--- config.mk ---
export PLATFORM = sky130hd
export DESIGN_NAME = sliding_window_receiver_core
export DESIGN_NICKNAME = d
export VERILOG_FILES = /design/src/swr_pkg.sv /design/src/swr_ctrl.sv /design/src/swr_dpath.sv /design/src/sliding_window_receiver_core.sv
export SDC_FILE = /design/constraint.sdc
export NUM_CORES = 1
export LEC_CHECK = 0
export ABC_AREA = 1
export BUFFER_PORTS_ARGS = -buffer_cell sky130_fd_sc_hd__buf_2
export CORE_MARGIN = 5
export CORE_UTILIZATION = 69
export CTS_BUF_LIST = sky130_fd_sc_hd__clkbuf_8
export DETAILED_ROUTE_END_ITERATION = 10
export HOLD_SLACK_MARGIN = 0.08
export PLACE_DENSITY = 0.88
export SYNTH_ARGS = -nofsm -noshare
export SYNTH_HDL_FRONTEND = slang
export SYNTH_HIERARCHICAL = 1
export SYNTH_SLANG_ARGS = --single-unit
--- constraint.sdc ---
create_clock -name clk -period 11.3 [get_ports clk]
set_input_delay 0.565 -clock clk [delete_from_list [all_inputs] [get_ports clk]]
set_output_delay 0.565 -clock clk [all_outputs]
set_load 0.03 [all_outputs]
--- src/swr_pkg.sv ---
// Shared constants and controller/datapath interface types for the
// sliding-window receiver. No dependencies.
`timescale 1ns / 1ps

package swr_pkg;

  // Sequence space and derived widths
  localparam int SEQ_SPACE  = 256;
  localparam int SEQ_W      = 8;
  localparam int ACK_W      = 9;
  localparam int FRAME_W    = 32;
  localparam int SIZE_W     = 8;
  localparam logic [SIZE_W-1:0] SIZE_RESET = 8'd8;

  // Bitmap is scanned one word per cycle
  localparam int WORD_W     = 32;
  localparam int BIT_IDX_W  = 5;
  localparam int NUM_WORDS  = SEQ_SPACE / WORD_W;
  localparam int WORD_IDX_W = 3;

  // Commands from the controller to the datapath
  typedef struct packed {
    logic load;        // capture the incoming request
    logic mark;        // set the received mark of the captured frame
    logic scan_start;  // begin the contiguous-mark scan after the frame
    logic scan_step;   // advance the scan by one word
    logic emit_drop;   // send a result for a discarded frame
    logic emit_accept; // send a result for a recorded frame, no ACK
    logic emit_ack;    // send an ACK result and move the left edge
  } swr_cmd_t;

  // Status from the datapath to the controller
  typedef struct packed {
    logic in_window;   // captured frame lies in (left, right]
    logic is_next;     // captured frame is left + 1
    logic gap_found;   // scan found the first unreceived frame
  } swr_status_t;

  // Controller states
  typedef enum logic [2:0] {
    ST_IDLE  = 3'b001,
    ST_CHECK = 3'b010,
    ST_SCAN  = 3'b100
  } swr_state_t;

endpackage

--- src/swr_ctrl.sv ---
// Controller state machine for the sliding-window receiver.
// Depends on swr_pkg for the state, command and status types.
`timescale 1ns / 1ps

module swr_ctrl (
  input  logic                 clk,
  input  logic                 rst_n,
  input  logic                 start,
  input  swr_pkg::swr_status_t status,
  output swr_pkg::swr_cmd_t    cmd,
  output logic                 busy
);

  swr_pkg::swr_state_t state_r;
  swr_pkg::swr_state_t state_nxt;

  // Decide the next state and the datapath commands
  always_comb begin
    state_nxt = state_r;
    cmd       = '0;
    case (state_r)
      swr_pkg::ST_IDLE: begin
        if (start) begin
          cmd.load  = 1'b1;
          state_nxt = swr_pkg::ST_CHECK;
        end
      end
      swr_pkg::ST_CHECK: begin
        if (!status.in_window) begin
          cmd.emit_drop = 1'b1;
          state_nxt     = swr_pkg::ST_IDLE;
        end else if (status.is_next) begin
          cmd.mark       = 1'b1;
          cmd.scan_start = 1'b1;
          state_nxt      = swr_pkg::ST_SCAN;
        end else begin
          cmd.mark        = 1'b1;
          cmd.emit_accept = 1'b1;
          state_nxt       = swr_pkg::ST_IDLE;
        end
      end
      swr_pkg::ST_SCAN: begin
        if (status.gap_found) begin
          cmd.emit_ack = 1'b1;
          state_nxt    = swr_pkg::ST_IDLE;
        end else begin
          cmd.scan_step = 1'b1;
        end
      end
      default: begin
        state_nxt = swr_pkg::ST_IDLE;
      end
    endcase
  end

  // Hold the state
  always_ff @(posedge clk) begin
    if (!rst_n) begin
      state_r <= swr_pkg::ST_IDLE;
    end else begin
      state_r <= state_nxt;
    end
  end

  assign busy = (state_r != swr_pkg::ST_IDLE);

endmodule

--- src/swr_dpath.sv ---
// Datapath of the sliding-window receiver: window registers, received
// bitmap, word-wise gap scan and result registers. Depends on swr_pkg.
`timescale 1ns / 1ps

module swr_dpath (
  input  logic                            clk,
  input  logic                            rst_n,
  input  swr_pkg::swr_cmd_t               cmd,
  output swr_pkg::swr_status_t            status,
  input  logic [swr_pkg::FRAME_W-1:0]     in_frame_seq,
  input  logic                            cfg_wr_en,
  input  logic [swr_pkg::SIZE_W-1:0]      cfg_wr_data,
  output logic                            out_valid,
  output logic                            out_accepted,
  output logic                            out_ack_valid,
  output logic [swr_pkg::ACK_W-1:0]       out_ack_number
);

  logic [swr_pkg::FRAME_W-1:0] seq_r;
  logic [swr_pkg::SEQ_W-1:0]   left_r;
  logic [swr_pkg::SIZE_W-1:0]  size_r;
  logic [swr_pkg::NUM_WORDS-1:0][swr_pkg::WORD_W-1:0] map_r;
  logic [swr_pkg::ACK_W-1:0]   idx_r;

  logic                        out_valid_r;
  logic                        out_accepted_r;
  logic                        out_ack_valid_r;
  logic [swr_pkg::ACK_W-1:0]   out_ack_number_r;

  logic [swr_pkg::SEQ_W:0]     right_sum;
  logic [swr_pkg::SEQ_W-1:0]   right_edge;
  logic [swr_pkg::FRAME_W:0]   next_seq;
  logic [swr_pkg::WORD_W-1:0]  low_mask;
  logic [swr_pkg::WORD_W-1:0]  scan_word;
  logic [swr_pkg::BIT_IDX_W-1:0] zero_pos;
  logic                        word_has_zero;
  logic [swr_pkg::ACK_W-1:0]   gap_pos;
  logic [swr_pkg::ACK_W-1:0]   left_minus;
  logic                        frame_in_window;
  logic                        frame_is_next;
  logic                        scan_gap_found;

  // Right edge: left + size, clipped to the end of the sequence space
  always_comb begin
    right_sum  = {1'b0, left_r} + {1'b0, size_r};
    right_edge = right_sum[swr_pkg::SEQ_W] ? {swr_pkg::SEQ_W{1'b1}}
                                           : right_sum[swr_pkg::SEQ_W-1:0];
  end

  // Window test and next-expected test on the captured frame
  always_comb begin
    next_seq        = {{(swr_pkg::FRAME_W+1-swr_pkg::SEQ_W){1'b0}}, left_r}
                      + {{swr_pkg::FRAME_W{1'b0}}, 1'b1};
    frame_in_window = (seq_r > {{(swr_pkg::FRAME_W-swr_pkg::SEQ_W){1'b0}}, left_r}) &&
                      (seq_r <= {{(swr_pkg::FRAME_W-swr_pkg::SEQ_W){1'b0}}, right_edge});
    frame_is_next   = ({1'b0, seq_r} == next_seq);
  end

  // Find the first clear mark in the current word at or after the scan index
  always_comb begin
    low_mask      = (swr_pkg::WORD_W'(1) << idx_r[swr_pkg::BIT_IDX_W-1:0])
                    - swr_pkg::WORD_W'(1);
    scan_word     = map_r[idx_r[swr_pkg::BIT_IDX_W+swr_pkg::WORD_IDX_W-1:
                                swr_pkg::BIT_IDX_W]] | low_mask;
    word_has_zero = ~&scan_word;
    zero_pos      = '0;
    for (int b = swr_pkg::WORD_W - 1; b >= 0; b--) begin
      if (!scan_word[b]) begin
        zero_pos = swr_pkg::BIT_IDX_W'(b);
      end
    end
    if (idx_r[swr_pkg::ACK_W-1]) begin
      gap_pos = swr_pkg::ACK_W'(swr_pkg::SEQ_SPACE);
    end else begin
      gap_pos = {1'b0,
                 idx_r[swr_pkg::BIT_IDX_W+swr_pkg::WORD_IDX_W-1:swr_pkg::BIT_IDX_W],
                 zero_pos};
    end
    scan_gap_found = idx_r[swr_pkg::ACK_W-1] | word_has_zero;
    left_minus     = gap_pos - swr_pkg::ACK_W'(1);
  end

  // Report status to the controller
  assign status = '{in_window: frame_in_window,
                    is_next:   frame_is_next,
                    gap_found: scan_gap_found};

  // Capture the request, step the scan index
  always_ff @(posedge clk) begin
    if (cmd.load) begin
      seq_r <= in_frame_seq;
    end
    if (cmd.scan_start) begin
      idx_r <= {1'b0, seq_r[swr_pkg::SEQ_W-1:0]} + swr_pkg::ACK_W'(1);
    end else if (cmd.scan_step) begin
      idx_r <= {idx_r[swr_pkg::ACK_W-1:swr_pkg::BIT_IDX_W] + 4'd1,
                {swr_pkg::BIT_IDX_W{1'b0}}};
    end
  end

  // Window state, configuration and received bitmap
  always_ff @(posedge clk) begin
    if (!rst_n) begin
      left_r <= '0;
      size_r <= swr_pkg::SIZE_RESET;
      map_r  <= '0;
    end else begin
      if (cfg_wr_en) begin
        size_r <= cfg_wr_data;
      end
      if (cmd.mark) begin
        map_r[seq_r[swr_pkg::SEQ_W-1:swr_pkg::BIT_IDX_W]]
             [seq_r[swr_pkg::BIT_IDX_W-1:0]] <= 1'b1;
      end
      if (cmd.emit_ack) begin
        left_r <= left_minus[swr_pkg::SEQ_W-1:0];
      end
    end
  end

  // Result strobe
  always_ff @(posedge clk) begin
    if (!rst_n) begin
      out_valid_r <= 1'b0;
    end else begin
      out_valid_r <= cmd.emit_drop | cmd.emit_accept | cmd.emit_ack;
    end
  end

  // Result payload
  always_ff @(posedge clk) begin
    if (cmd.emit_drop) begin
      out_accepted_r   <= 1'b0;
      out_ack_valid_r  <= 1'b0;
      out_ack_number_r <= '0;
    end else if (cmd.emit_accept) begin
      out_accepted_r   <= 1'b1;
      out_ack_valid_r  <= 1'b0;
      out_ack_number_r <= '0;
    end else if (cmd.emit_ack) begin
      out_accepted_r   <= 1'b1;
      out_ack_valid_r  <= 1'b1;
      out_ack_number_r <= gap_pos;
    end
  end

  assign out_valid      = out_valid_r;
  assign out_accepted   = out_accepted_r;
  assign out_ack_valid  = out_ack_valid_r;
  assign out_ack_number = out_ack_number_r;

endmodule

--- src/sliding_window_receiver_core.sv ---
// Top level of the sliding-window receiver: controller plus datapath.
// Depends on swr_pkg, swr_ctrl and swr_dpath.
//
// Usage:
//   Input: drive in_frame_seq and raise start; the request is taken at an
//   edge where start is high and busy is low. Results: out_valid pulses for
//   one cycle with out_accepted, out_ack_valid and out_ack_number; the
//   receiver must take it in that cycle, there is no back-pressure.
//   Configuration: cfg_wr_en with cfg_wr_data writes the window size; write
//   only while busy is low and no result is pending.
// Processing:
//   A discarded frame or one recorded without advancing the window gives
//   its result, registered from the check state; busy stays high until
//   the result is issued, so a new frame is taken only after that. A frame
//   that advances the window adds the gap scan, which walks the received
//   bitmap one 32-bit word per cycle until it finds a clear mark or
//   reaches the end of the sequence space.
// Reset:
//   Synchronous rst_n clears the window to 0, clears every received mark
//   at once and sets the window size to 8. No clearing pass is needed.
`timescale 1ns / 1ps

module sliding_window_receiver_core (
  input  logic                         clk,
  input  logic                         rst_n,
  input  logic                         start,
  output logic                         busy,
  input  logic [swr_pkg::FRAME_W-1:0]  in_frame_seq,
  input  logic                         cfg_wr_en,
  input  logic [swr_pkg::SIZE_W-1:0]   cfg_wr_data,
  output logic                         out_valid,
  output logic                         out_accepted,
  output logic                         out_ack_valid,
  output logic [swr_pkg::ACK_W-1:0]    out_ack_number
);

  swr_pkg::swr_cmd_t    cmd;
  swr_pkg::swr_status_t status;

  // Sequence the work per request
  swr_ctrl u_ctrl (
    .clk    (clk),
    .rst_n  (rst_n),
    .start  (start),
    .status (status),
    .cmd    (cmd),
    .busy   (busy)
  );

  // Hold window state and produce results
  swr_dpath u_dpath (
    .clk            (clk),
    .rst_n          (rst_n),
    .cmd            (cmd),
    .status         (status),
    .in_frame_seq   (in_frame_seq),
    .cfg_wr_en      (cfg_wr_en),
    .cfg_wr_data    (cfg_wr_data),
    .out_valid      (out_valid),
    .out_accepted   (out_accepted),
    .out_ack_valid  (out_ack_valid),
    .out_ack_number (out_ack_number)
  );

endmodule
Word-level counts from Yosys, hierarchy flattened:

Index checks and enable logic that the tools add are counted.
W data, S select, Z words.

* word-level logic and storage cells: 114
* register bits after elaboration: 328

* shift operators: 1
* multiplexer cells: 62
* reduce and logical (&&, ||, !) cells: 9
* eq/ne operators: 7
* order comparisons: 7
* $add $sub $neg: 6
* bitwise operators: 5

Operators by type and width (count)
* $or A256 B256 Y256: 1
* $mux W5: 32
* $bmux W32 S3: 1
* $demux W32 S3: 1
* $mux W32: 2
* $eq A32 B33 Y1: 1
* $gt A32 B8 Y1: 1
* $le A32 B8 Y1: 1
* $or A32 B32 Y32: 1
* $reduce_and A32 Y1: 1
* $shl A1 B5 Y32 const A: 1
* $sub A32 B2 Y32 const B: 1
* $mux W9: 3
* $add A8 B1 Y9 const B: 2
* $mux W1: 13
* $mux W3: 4
* $add A8 B8 Y9: 1
* $pmux W3 S3: 1
* $lt A3 B4 Y1 const B: 2
* $mux W8: 1
* $sub A8 B1 Y8 const B: 1
* $lt A5 B6 Y1 const B: 1
* $mux W2: 3
* $demux W1 S5: 1
* other kinds (15): 20

Depth between registers and ports, before layout:

Gate-level depths: netlist of run 1.

* depth after elaboration: 37
* depth in mapped cells: 53

By module:

Netlist of run 1, hierarchy kept.

Modules (own cells, without submodules)
* swr_dpath: area an instance 14909.3 µm², times used 1, cells each 2039, sequential area each 6916.6 µm²
* swr_ctrl: area an instance 192.7 µm², times used 1, cells each 32, sequential area each 60.1 µm²

Least setup slack after synthesis of run 1:

No wires, ideal clock.

* kind: register to register
* start: register u_dpath/idx_r[1] in the netlist's numbering
* end: register u_dpath/left_r[6] in the netlist's numbering
* arrival time: 4.030 ns
* path slack: 7.154 ns
* cell stages (with the launch flop): 52
* period minus slack after synthesis: 4.146 ns
* required time: 11.185 ns
* cells stage by stage: edfxtp_1 -> nor2_2 -> nand2_1 -> nor2_1 -> inv_1 -> ha_1 -> inv_1 -> nor2_4 -> nand3b_4 -> clkinv_1 -> nand2_2 -> nor2_2 -> nand3_1 -> nand3_1 -> nand2_1 -> nand2_1 -> nand2_1 -> nand2_1 -> [... 16 more ...] -> nand2_1 -> nand2_1 -> nand2_1 -> nand2_1 -> nand2_1 -> nand2_1 -> nand2_1 -> nand2_2 -> nand2_4 -> ha_1 -> inv_1 -> nor2_1 -> inv_1 -> nor2_1 -> nand2_1 -> xnor2_1 -> o21ai_0 -> inv_1

* word-level cells in the longest chain between the ends: 37
* elaborated cells between the ends (all ways): 42
* classes of those cells: 2 x add/sub; 1 x shift; 35 x mux; 2 x bitwise; 2 x reduce/logical

RTL lines
* start, declared: line swr_dpath.sv:23 `logic [swr_pkg::ACK_W-1:0] idx_r;`
* start signal, assigned: line swr_dpath.sv:94 `idx_r <= {1'b0, seq_r[swr_pkg::SEQ_W-1:0]} + swr_pkg::ACK_W'(1);`
* start signal, assigned: line swr_dpath.sv:96 `idx_r <= {idx_r[swr_pkg::ACK_W-1:swr_pkg::BIT_IDX_W] + 4'd1,`
* $shl A1 B5 Y32 *: line swr_dpath.sv:61 `low_mask = (swr_pkg::WORD_W'(1) << idx_r[swr_pkg::BIT_IDX_W-1:0])`
* $sub A32 B2 Y32 *: line swr_dpath.sv:62 `- swr_pkg::WORD_W'(1);`
* $or A32 B32 Y32 *: line swr_dpath.sv:64 `swr_pkg::BIT_IDX_W]] | low_mask;`
* $mux W5 (32 in a row): line swr_dpath.sv:68 `if (!scan_word[b]) begin`
* $mux W9: line swr_dpath.sv:72 `if (idx_r[swr_pkg::ACK_W-1]) begin`
* $sub A8 B1 Y8: line swr_dpath.sv:80 `left_minus = gap_pos - swr_pkg::ACK_W'(1);`
* end signal, assigned: line swr_dpath.sv:116 `left_r <= left_minus[swr_pkg::SEQ_W-1:0];`
* end, declared: line swr_dpath.sv:20 `logic [swr_pkg::SEQ_W-1:0] left_r;`

Every way passes the cells marked *; elsewhere a longest branch is shown, timed or not.
A chain may end at the register's enable or synchronous reset.

==> impl_metrics.ini, run 1 <==
[run_status]
run_status = finished, final reports clean

[finish]
num-nets-final = 2161
mostFrequentLayoutCell = sky130_fd_sc_hd__a21oi_1
synth_to_final_area_change_pct = 8.82
n_fill_cell = 1641
final_cell_mix = sky130_fd_sc_hd__a21oi_1 (368), sky130_fd_sc_hd__nand2_1 (328), sky130_fd_sc_hd__nor2_1 (312)
antennaDiodeCount = 0
fin_util_pct = 75.8
layout-drive-gt1-share_pct = 9.01

[route]
route.vias.total = 14300
remaining_antenna_violation_count_after_routing = 0
vias_per_cell = 5.96
route.detailed.drc = 0
first_iter_violations = 1564
wl_per_cell_um = 17.2
drt_pre_antenna_iters = 7
drt-total-wl_um = 41300

[die]
initial_utilization_pct = 69.6
die_width_um = 158
number_of_top_level_pins = 57
num_rows = 54
dieArea_um2 = 24900
placeableCoreArea_um2 = 21700
chipHeight_um = 158

[timing]
timing_max_transition_violations_final = 0
fin_skew_ns = 0.0267
timing.final.ws_setup_ns = 5.29
tns_ns = 0
timing.slew.headroom_pct = 21.6
finalHoldWorstSlack_ns = 0.172
min_period_over_period_pct = 53.1
final-setup-viol-count = 0
max_slew.worst_pin.slew_ns = 1.17
fmaxAchievable_mhz = 167
timing.final.hold_violations = 0
grt_setup_unrepaired = false
layout_min_cycle_time_ns = 6.01

[clocking]
hold_fix_buffers_at_cts = 0
cts_max_level = 2
clock_insertion_delay_worst_skew_ns = 0.58
cts_post_setup_buffers_inserted = 0
max-clock-path-buffers = 3
cts_num_sinks = 328
cts_tree = done
ctsResizeCount = 0
clk_pin_slew_ns = 0.06
clock_tree.root_cell = sky130_fd_sc_hd__clkbuf_8
numCtsBuffers = 51

[synth]
per_instance_average_area_after_synthesis_um2 = 7.29
yosys_warnings = 6
synthCells = 2071
portion_of_the_post_synthesis_area_used_by_sequential_elements_pct = 46.2
yosys.area.top_type_share_pct = 38.0
synthTopCellsByArea = sky130_fd_sc_hd__dfxtp_1 (38%), sky130_fd_sc_hd__a21oi_1 (12%), sky130_fd_sc_hd__edfxtp_1 (8.2%), sky130_fd_sc_hd__nand2_1 (8.2%), sky130_fd_sc_hd__nor2_1 (8.0%)
yosysTopAreaCell = sky130_fd_sc_hd__dfxtp_1
synth_area_um2 = 15100
synth_seq_cells = 328
syn_nets = 2148
netlist-cell-type-count = 45

[worst_setup_path]
crit_path_max_fanout = 17
critPathRequiredTime_ns = 11.80
timing.critical_path.arrival_ns = 6.51
cp_common_cell = sky130_fd_sc_hd__a21oi_1
critPathBufInv = 4
critPathCaptureType = flop
critical_path.top_delay_family = simple AND/OR/NAND/NOR gates
cp-start-kind = flop
timing.setup.critical_path_class = reg -> reg
timing.critical_path.slowest_cell_delay_ns = 0.92
cell_with_the_largest_stage_delay_on_the_worst_path = sky130_fd_sc_hd__nor2_2

[place]
io_buffers = 56
gp_routability_congestion = 1.04
dpl.hpwl_um = 26300
pre_cts_ws_ns = 5.40

[hold_path]
timing.hold.worst.class = in -> reg

[grt]
grt_pass1_vias = 13600
grt_max_degree = 120
first_pass_grt_wire_length_um = 67000
number_of_antenna_violations_at_the_first_check_in_global_routing = 0
grt_overflow = 0
globalRouteTotalUtil_pct = 33.0

[pwr]
total_leakage_power_nw = 6.65
power_w = 0.00228
ir_worst_vdd_v = 0.000119
pwr_density_cell_nw_per_um2 = 139

[job]
max_cap_violations = 0
synth_stat cells (all sizes together):
cell type    n
a2111o       1
a2111oi      1
a211oi       2
a21oi      368
a22oi        2
a2bb2oi      1
a311o        1
a31o         1
a31oi        5
buf         39
clkbuf      75
clkinv       3
dfxtp      287
edfxtp      41
fa           1
ha          32
inv        190
nand2      337
nand3       96
nand3b       1
nand4       16
nor2       336
nor3        12
nor4         7
o2111ai      1
o211ai       8
o21ai      165
o21bai       7
o221ai       5
o22ai        4
o311ai       1
o31ai        4
o41ai        2
or2          7
xnor2        5
xor2         7
path summary, 6_finish.rpt:
check                             startpoint                         endpoint  slack, ns  cells past startpoint
max           u_dpath/left_r[0]$_SDFFE_PN0P_  u_dpath/map_r[145]$_SDFFE_PN0P_       5.29                     28
min reg2reg  u_dpath/map_r[193]$_SDFFE_PN0P_  u_dpath/map_r[193]$_SDFFE_PN0P_       0.45                      2
max reg2reg   u_dpath/left_r[0]$_SDFFE_PN0P_  u_dpath/map_r[145]$_SDFFE_PN0P_       5.29                     28
min                          in_frame_seq[6]       u_dpath/seq_r[6]$_DFFE_PP_       0.17                      1
kinds of logic after synthesis:
family | after synthesis | share of synthesized area (%)
compound gates | 579 | 20.0
xor+xnor | 12 | 0.696
fa+ha+maj | 33 | 2.78
buf+inv | 307 | 8.03
flops | 328 | 46.2
simple gates | 812 | 22.3
metal layers:
metal / wire length, um / global-route usage (%) / vias up
li1: - / - / 6878
met1: 16800 / 43.0 / 6625
met2: 19300 / 53.7 / 664
met3: 3620 / 5.99 / 142
met4: 1640 / 15.2 / 0
met5: 0 / 0 / -
where the power goes:
part           switching, W  internal [W]  total [W]
Sequential       0.00000992       0.00119    0.00120
Combinational     0.0000565     0.0000218  0.0000783
Clock              0.000448      0.000548   0.000996
sequential cells by signal, indices dropped and copies added (netlist names):
name                    cells
u_dpath/out_ack_number      9
u_dpath/out_valid           1
u_ctrl/state_r              3
u_dpath/left_r              8
u_dpath/size_r              8
u_dpath/out_accepted        1
u_dpath/seq_r              32
u_dpath/map_r             256
u_dpath/out_ack_valid       1
u_dpath/idx_r               9
final cells by class:
type | count | area (um2) | area share (%)
clock buffers | 60 | 826 | 5.02
clock inverters | 30 | 201 | 1.23
inverters | 193 | 729 | 4.44
multi-input cells | 1436 | 6940 | 42.2
flip-flops and latches | 328 | 6980 | 42.5
well taps | 280 | 350 | 2.13
repair buffers | 74 | 415 | 2.53
worst reg2reg max path, delay by kind of cell (launching register included):
family,cells,cell delay [ns]
compound gates,12,1.82
simple gates,9,1.90
buf+inv,4,0.84
flops,1,0.46
fa+ha+maj,3,0.93
per-stage QoR:
step / area (um2) / instances
5_1_grt: 16400 / 2401
3_5_place_dp: 15400 / 2311
3_3_place_gp: 15400 / 2311
4_1_cts: 16400 / 2401
6_report: 16400 / 2401
2_1_floorplan: 15100 / 2071
(Power assumes the default switching activity.)
==> inputs of run 2 (changes only) <==
- ABC_AREA: 1 -> 0
- CORE_UTILIZATION: 69 -> 64
- PLACE_DENSITY: 0.88 -> 0.82
- clock period: 11.3 -> 5.7 ns (I/O delays scaled with it)
==> run 2 against run 1 <==
Final cell count down 15%. Combinational power increased to 2.7 times the previous value. Synthesized cell count down 23%. Maximum frequency increased by 11%. Sequential share of layout area is 2.6 points lower. Critical path type unchanged. Largest power group unchanged.
==> impl_metrics.ini, run 2 <==
[place]
pre_cts_ws_ns = 0.226
gp_routability_congestion = 0.950
dpl.hpwl_um = 25300
placement.cell_area_um2 = 16000
io_buffers = 56

[worst_setup_path]
timing.critical_path.slowest_cell_delay_ns = 0.42
critical_path.top_delay_family = compound AO/OA/AOI/OAI gates
cp_common_cell = sky130_fd_sc_hd__a21oi_1
timing.critical_path.depth = 28
critPathBufInv = 3
critPathCaptureType = flop
cell_with_the_largest_stage_delay_on_the_worst_path = sky130_fd_sc_hd__dfxtp_1
worst-r2r-cell-count = 28
crit_path_max_fanout = 16
cp-start-kind = flop
timing.critical_path.arrival_ns = 5.91
timing.setup.critical_path_class = reg -> reg
critPathRequiredTime_ns = 6.20

[pwr]
total_leakage_power_nw = 6.86
pwr_density_cell_nw_per_um2 = 263
ir_worst_vdd_v = 0.000202

[timing]
fmaxAchievable_mhz = 185
layout_min_cycle_time_ns = 5.41
grt_setup_unrepaired = false
timing.final.hold_violations = 0
finalHoldWorstSlack_ns = 0.142
max_slew.worst_pin.slew_ns = 1.07
timing.final.ws_setup_ns = 0.290
tns_ns = 0
timing_max_transition_violations_final = 0
timing.slew.headroom_pct = 28.6
final-setup-viol-count = 0
fin_skew_ns = 0.0343
min_period_over_period_pct = 94.9

[grt]
globalRouteTotalUtil_pct = 29.3
grt_max_degree = 176
first_pass_grt_wire_length_um = 66500
number_of_antenna_violations_at_the_first_check_in_global_routing = 0
grt_pass1_vias = 12200
grt_overflow = 0

[die]
initial_utilization_pct = 64.6
num_rows = 57
chipHeight_um = 166
die_width_um = 166
placeableCoreArea_um2 = 24200
number_of_top_level_pins = 57
dieArea_um2 = 27700

[synth]
synthTopCellsByArea = sky130_fd_sc_hd__dfxtp_1 (37%), sky130_fd_sc_hd__edfxtp_1 (7.9%), sky130_fd_sc_hd__o21a_1 (6.4%), sky130_fd_sc_hd__nor2b_1 (6.1%), sky130_fd_sc_hd__a21oi_1 (5.0%)
yosysTopAreaCell = sky130_fd_sc_hd__dfxtp_1
synthCells = 1600
yosys.area.top_type_share_pct = 36.7
synth-edff-count = 41
yosys_warnings = 6
postSynth.asyncResetShare_pct = 0
netlist-cell-type-count = 89
syn_nets = 1677
yosysMostFrequentCell = sky130_fd_sc_hd__dfxtp_1
synth_seq_cells = 328
synth_area_um2 = 15700
yosys_most_used_dff = sky130_fd_sc_hd__dfxtp_1
synthTopCellsByCount = sky130_fd_sc_hd__dfxtp_1 (287), sky130_fd_sc_hd__nor2_1 (195), sky130_fd_sc_hd__a21oi_1 (157), sky130_fd_sc_hd__nor2b_1 (153), sky130_fd_sc_hd__o21a_1 (134)
per_instance_average_area_after_synthesis_um2 = 9.79
portion_of_the_post_synthesis_area_used_by_sequential_elements_pct = 44.5

[route]
route.detailed.drc = 0
wl_per_cell_um = 20.5
remaining_antenna_violation_count_after_routing = 0
drt-total-wl_um = 41900
drt_pre_antenna_iters = 5
first_iter_violations = 1187
vias_per_cell = 6.16
route.vias.total = 12600

[finish]
seq_area_um2 = 6980
final_cell_mix = sky130_fd_sc_hd__dfxtp_1 (287), sky130_fd_sc_hd__nor2_1 (195), sky130_fd_sc_hd__a21oi_1 (157)
synth_to_final_area_change_pct = 11.6
mostFrequentLayoutCell = sky130_fd_sc_hd__dfxtp_1
area_occupied_by_multi_input_gates_um2 = 8010
largest_reg_flops = 256
layout-drive-gt1-share_pct = 13.9
fin_util_pct = 72.1
n_fill_cell = 1691
registers_with_the_most_flip_flops = u_dpath/map_r x256, u_dpath/seq_r x32
stdcell_area_um2 = 17500
registers.top_by_ff_count = u_dpath/map_r
num-nets-final = 1756
antennaDiodeCount = 0

[clocking]
clock_insertion_delay_worst_skew_ns = 0.58
cts_tree = done
clock_tree.root_cell = sky130_fd_sc_hd__clkbuf_8
cts_num_sinks = 328
numCtsBuffers = 50
cts_max_level = 2
clk_pin_slew_ns = 0.06
max-clock-path-buffers = 3
cts_post_setup_buffers_inserted = 0

[job]
max_cap_violations = 0

[hold_path]
holdPathStages = 3
timing.hold.worst.class = in -> reg

[run_status]
run_status = finished, final reports clean
run 2: cell types whose count changed in the layout (fill, tap and decap cells not counted), moves of 58 or more:
cell	change
sky130_fd_sc_hd__a21oi_1	-211
sky130_fd_sc_hd__inv_1	-171
sky130_fd_sc_hd__mux2i_1	+72
sky130_fd_sc_hd__nand2_1	-272
sky130_fd_sc_hd__nand3_1	-58
sky130_fd_sc_hd__nor2_1	-117
sky130_fd_sc_hd__nor2b_1	+152
sky130_fd_sc_hd__o21a_1	+134
sky130_fd_sc_hd__o21ai_0	-136
run 2: through the flow:
step	total power [W]	cells
6_report	0.00459	2039
3_5_place_dp	0.00261	1910
5_1_grt	0.00474	2039
2_1_floorplan	0.00255	1600
4_1_cts	0.00460	2039
3_3_place_gp	0.00261	1910
run 2: final cells by class:
type                    count  share of cell area, %
multi-input cells        1145                   45.8
flip-flops and latches    328                   39.9
repair buffers            132                   5.56
clock buffers              63                   4.96
well taps                 324                   2.32
clock inverters            25                  0.973
inverters                  22                  0.472
run 2: routing by layer:
metal / global-route usage (%) / share of wire (%) / up-vias
met4: 10.4 / 3.3 / 0
met5: 0 / 0 / -
met1: 40.0 / 43 / 6024
li1: - / - / 5862
met3: 4.60 / 7.6 / 108
met2: 47.9 / 47 / 557
run 2: cell families after synthesis:
kind of cell / count (synthesis) / share of synthesized area, %
xor+xnor: 23 / 1.29
fa+ha+maj: 33 / 2.68
simple gates: 556 / 18.3
mux: 121 / 11.5
compound gates: 412 / 17.3
buf+inv: 127 / 4.44
flops: 328 / 44.5
run 2: repair_timing:
item	4_1_cts	5_1_grt
hold buffers	41	0
resized for setup	0	4
setup endpoints to repair	0	91
hold endpoints to repair	41	0
run 2: worst min-delay path, stage by stage:
cell and delay [ns]:
sky130_fd_sc_hd__buf_2 0.19, sky130_fd_sc_hd__mux2i_1 0.14, sky130_fd_sc_hd__nand2_1 0.06
run 2: worst paths after layout:
| kind | from | end | slack (ns) |
|---|---|---|---|
| min | cfg_wr_en | u_dpath/size_r[3]$_SDFFE_PN1P_ | 0.14 |
| min reg2reg | u_dpath/map_r[155]$_SDFFE_PN0P_ | u_dpath/map_r[155]$_SDFFE_PN0P_ | 0.46 |
| max | u_dpath/left_r[0]$_SDFFE_PN0P_ | u_dpath/map_r[48]$_SDFFE_PN0P_ | 0.29 |
| max reg2reg | u_dpath/left_r[0]$_SDFFE_PN0P_ | u_dpath/map_r[48]$_SDFFE_PN0P_ | 0.29 |
run 2: power breakdown:
part	switching (W)	internal, W
logic	0.000120	0.0000874
clock network	0.000908	0.00109
registers	0.0000262	0.00236
==> inputs of run 3 (changes only) <==
- CORE_UTILIZATION: 64 -> 35
- PLACE_DENSITY: 0.82 -> default
- SETUP_SLACK_MARGIN: default -> 0.02
==> run 3 against run 2 <==
Setup slack improved by 0.21 ns. Sequential power about the same. Die area increased by 77%. Critical path depth unchanged. Final cell count increased by 14%. Clock skew decreased by 0.0019 ns. Via count decreased by 2.7%.
==> impl_metrics.ini, run 3 (synthesized netlist as in run 2, its figures left out) <==
[place]
dpl.hpwl_um = 26600
gp_routability_congestion = 0.924
io_buffers = 56

[worst_setup_path]
timing.critical_path.slowest_cell_delay_ns = 0.42
cp_common_cell = sky130_fd_sc_hd__o21a_1
critPathCaptureType = flop
cp-start-kind = flop
crit_path_max_fanout = 16
timing.setup.critical_path_class = reg -> reg
critPathRequiredTime_ns = 6.24
cell_with_the_largest_stage_delay_on_the_worst_path = sky130_fd_sc_hd__dfxtp_1
timing.critical_path.arrival_ns = 5.74

[route]
drt-total-wl_um = 41700
route.vias.total = 12200
remaining_antenna_violation_count_after_routing = 0
drt_pre_antenna_iters = 6
wl_per_cell_um = 17.9
first_iter_violations = 1061
vias_per_cell = 5.24
route.detailed.drc = 0

[finish]
final_cell_mix = sky130_fd_sc_hd__dfxtp_1 (287), sky130_fd_sc_hd__nor2_1 (195), sky130_fd_sc_hd__a21oi_1 (157)
synth_to_final_area_change_pct = 15.2
fin_util_pct = 40.8
largest_reg_flops = 256
antennaDiodeCount = 0
layout-drive-gt1-share_pct = 13.8
registers.top_by_ff_count = u_dpath/map_r
num-nets-final = 1775
registers_with_the_most_flip_flops = u_dpath/map_r x256, u_dpath/seq_r x32
mostFrequentLayoutCell = sky130_fd_sc_hd__dfxtp_1

[timing]
timing_max_transition_violations_final = 0
grt_setup_unrepaired = false
min_period_over_period_pct = 91.3
fin_skew_ns = 0.0324
tns_ns = 0
max_slew.worst_pin.slew_ns = 1.15
final-setup-viol-count = 0
fmaxAchievable_mhz = 192
timing.slew.headroom_pct = 23.6
timing.final.hold_violations = 0
layout_min_cycle_time_ns = 5.20

[die]
chipHeight_um = 222
number_of_top_level_pins = 57
dieArea_um2 = 49100
num_rows = 77
die_width_um = 222
placeableCoreArea_um2 = 44200
initial_utilization_pct = 35.4

[clocking]
cts_tree = done
cts_max_level = 2
clock_tree.root_cell = sky130_fd_sc_hd__clkbuf_8
numCtsBuffers = 53
clock_insertion_delay_worst_skew_ns = 0.61
clk_pin_slew_ns = 0.06
cts_num_sinks = 328
max-clock-path-buffers = 3

[run_status]
run_status = finished, final reports clean

[job]
max_cap_violations = 0

[pwr]
p_sw_w = 0.00107
power.switching_fraction_pct = 22.8
power.sequential.fraction_pct = 50.9
pwr-share-clk_pct = 44.6
power_frac_comb_pct = 4.6
pwr_density_cell_nw_per_um2 = 260
ir_worst_vdd_v = 0.000185
total_leakage_power_nw = 6.99
intPower_w = 0.00362

[grt]
globalRouteTotalUtil_pct = 16.3
grt_max_degree = 146
grt_pass1_vias = 12100
first_pass_grt_wire_length_um = 66000
number_of_antenna_violations_at_the_first_check_in_global_routing = 0
grt_overflow = 0

[hold_path]
timing.hold.worst.class = in -> reg
## run 3: cell count changes in the layout (fill, tap and decap cells not counted), sizes merged
| cell | previous run | this run |
|---|---|---|
| clkinv | 7 | 3 |
| clkinvlp | 2 | 1 |
| dlygate4sd3 | 41 | 51 |
| clkbuf | 63 | 65 |
| inv | 36 | 46 |
| bufinv | 2 | 3 |
| buf | 91 | 97 |
## run 3: what timing repair did
action	CTS	global route
setup endpoints to repair	0	4
setup buffers	0	0
hold endpoints to repair	62	0
resized for setup	0	1
hold buffers	51	0
## run 3: worst paths after layout
| path | cells after the start | start | slack, ns | endpoint |
|---|---|---|---|---|
| setup / recovery | 28 | u_dpath/left_r[0]$_SDFFE_PN0P_ | 0.50 | u_dpath/map_r[212]$_SDFFE_PN0P_ |
| hold / removal | 2 | in_frame_seq[5] | 0.38 | u_dpath/seq_r[5]$_DFFE_PP_ |
| setup reg to reg | 28 | u_dpath/left_r[0]$_SDFFE_PN0P_ | 0.50 | u_dpath/map_r[212]$_SDFFE_PN0P_ |
| hold reg to reg | 1 | u_dpath/map_r[151]$_SDFFE_PN0P_ | 0.46 | u_dpath/map_r[151]$_SDFFE_PN0P_ |
## run 3: layer usage
layer	vias to the layer above	track usage, %	routed length, um
li1	5898	-	-
met1	5893	21.0	18100
met2	355	27.6	20000
met3	72	3.22	2480
met4	0	5.45	1080
met5	-	0	0
## run 3: cell type report
cell class,count,area (um2)
Inverter,22,82.6
Clock inverter,31,205
Sequential cell,328,6980
Tap cell,592,741
Multi-Input combinational cell,1145,8010
Clock buffer,65,895
Timing Repair Buffer,148,1140
Fill cell,4295,26200
## run 3: worst max-delay path: cells and delay by family (launching register included)
family | cells | cell delay (ns)
adders and majority gates | 3 | 0.88
and+or+nand+nor | 9 | 1.43
buffers and inverters | 3 | 0.39
DFF | 1 | 0.42
AOI/OAI and AO/OA | 13 | 2.02
## run 3: stage by stage
stage                     hold slack [ns]  instance area, um2  instances  worst slack [ns]  power (W)
after floorplan                     0.350               15700       1600             0.695    0.00255
after global placement              0.439               16400       2184             0.667    0.00261
final                               0.384               18000       2331             0.498    0.00469
after detailed placement            0.447               16400       2184             0.475    0.00262
after global routing                0.362               18000       2331             0.102    0.00487
after CTS                           0.333               18000       2331             0.423    0.00474
## run 3: power by group through the flow
stage          Combinational, W  Sequential [W]  Clock [W]
2_1_floorplan          0.000123         0.00243          0
3_3_place_gp           0.000177         0.00243          0
3_5_place_dp           0.000181         0.00244          0
4_1_cts                0.000211         0.00238    0.00214
5_1_grt                0.000234         0.00239    0.00225
6_report               0.000214         0.00239    0.00209
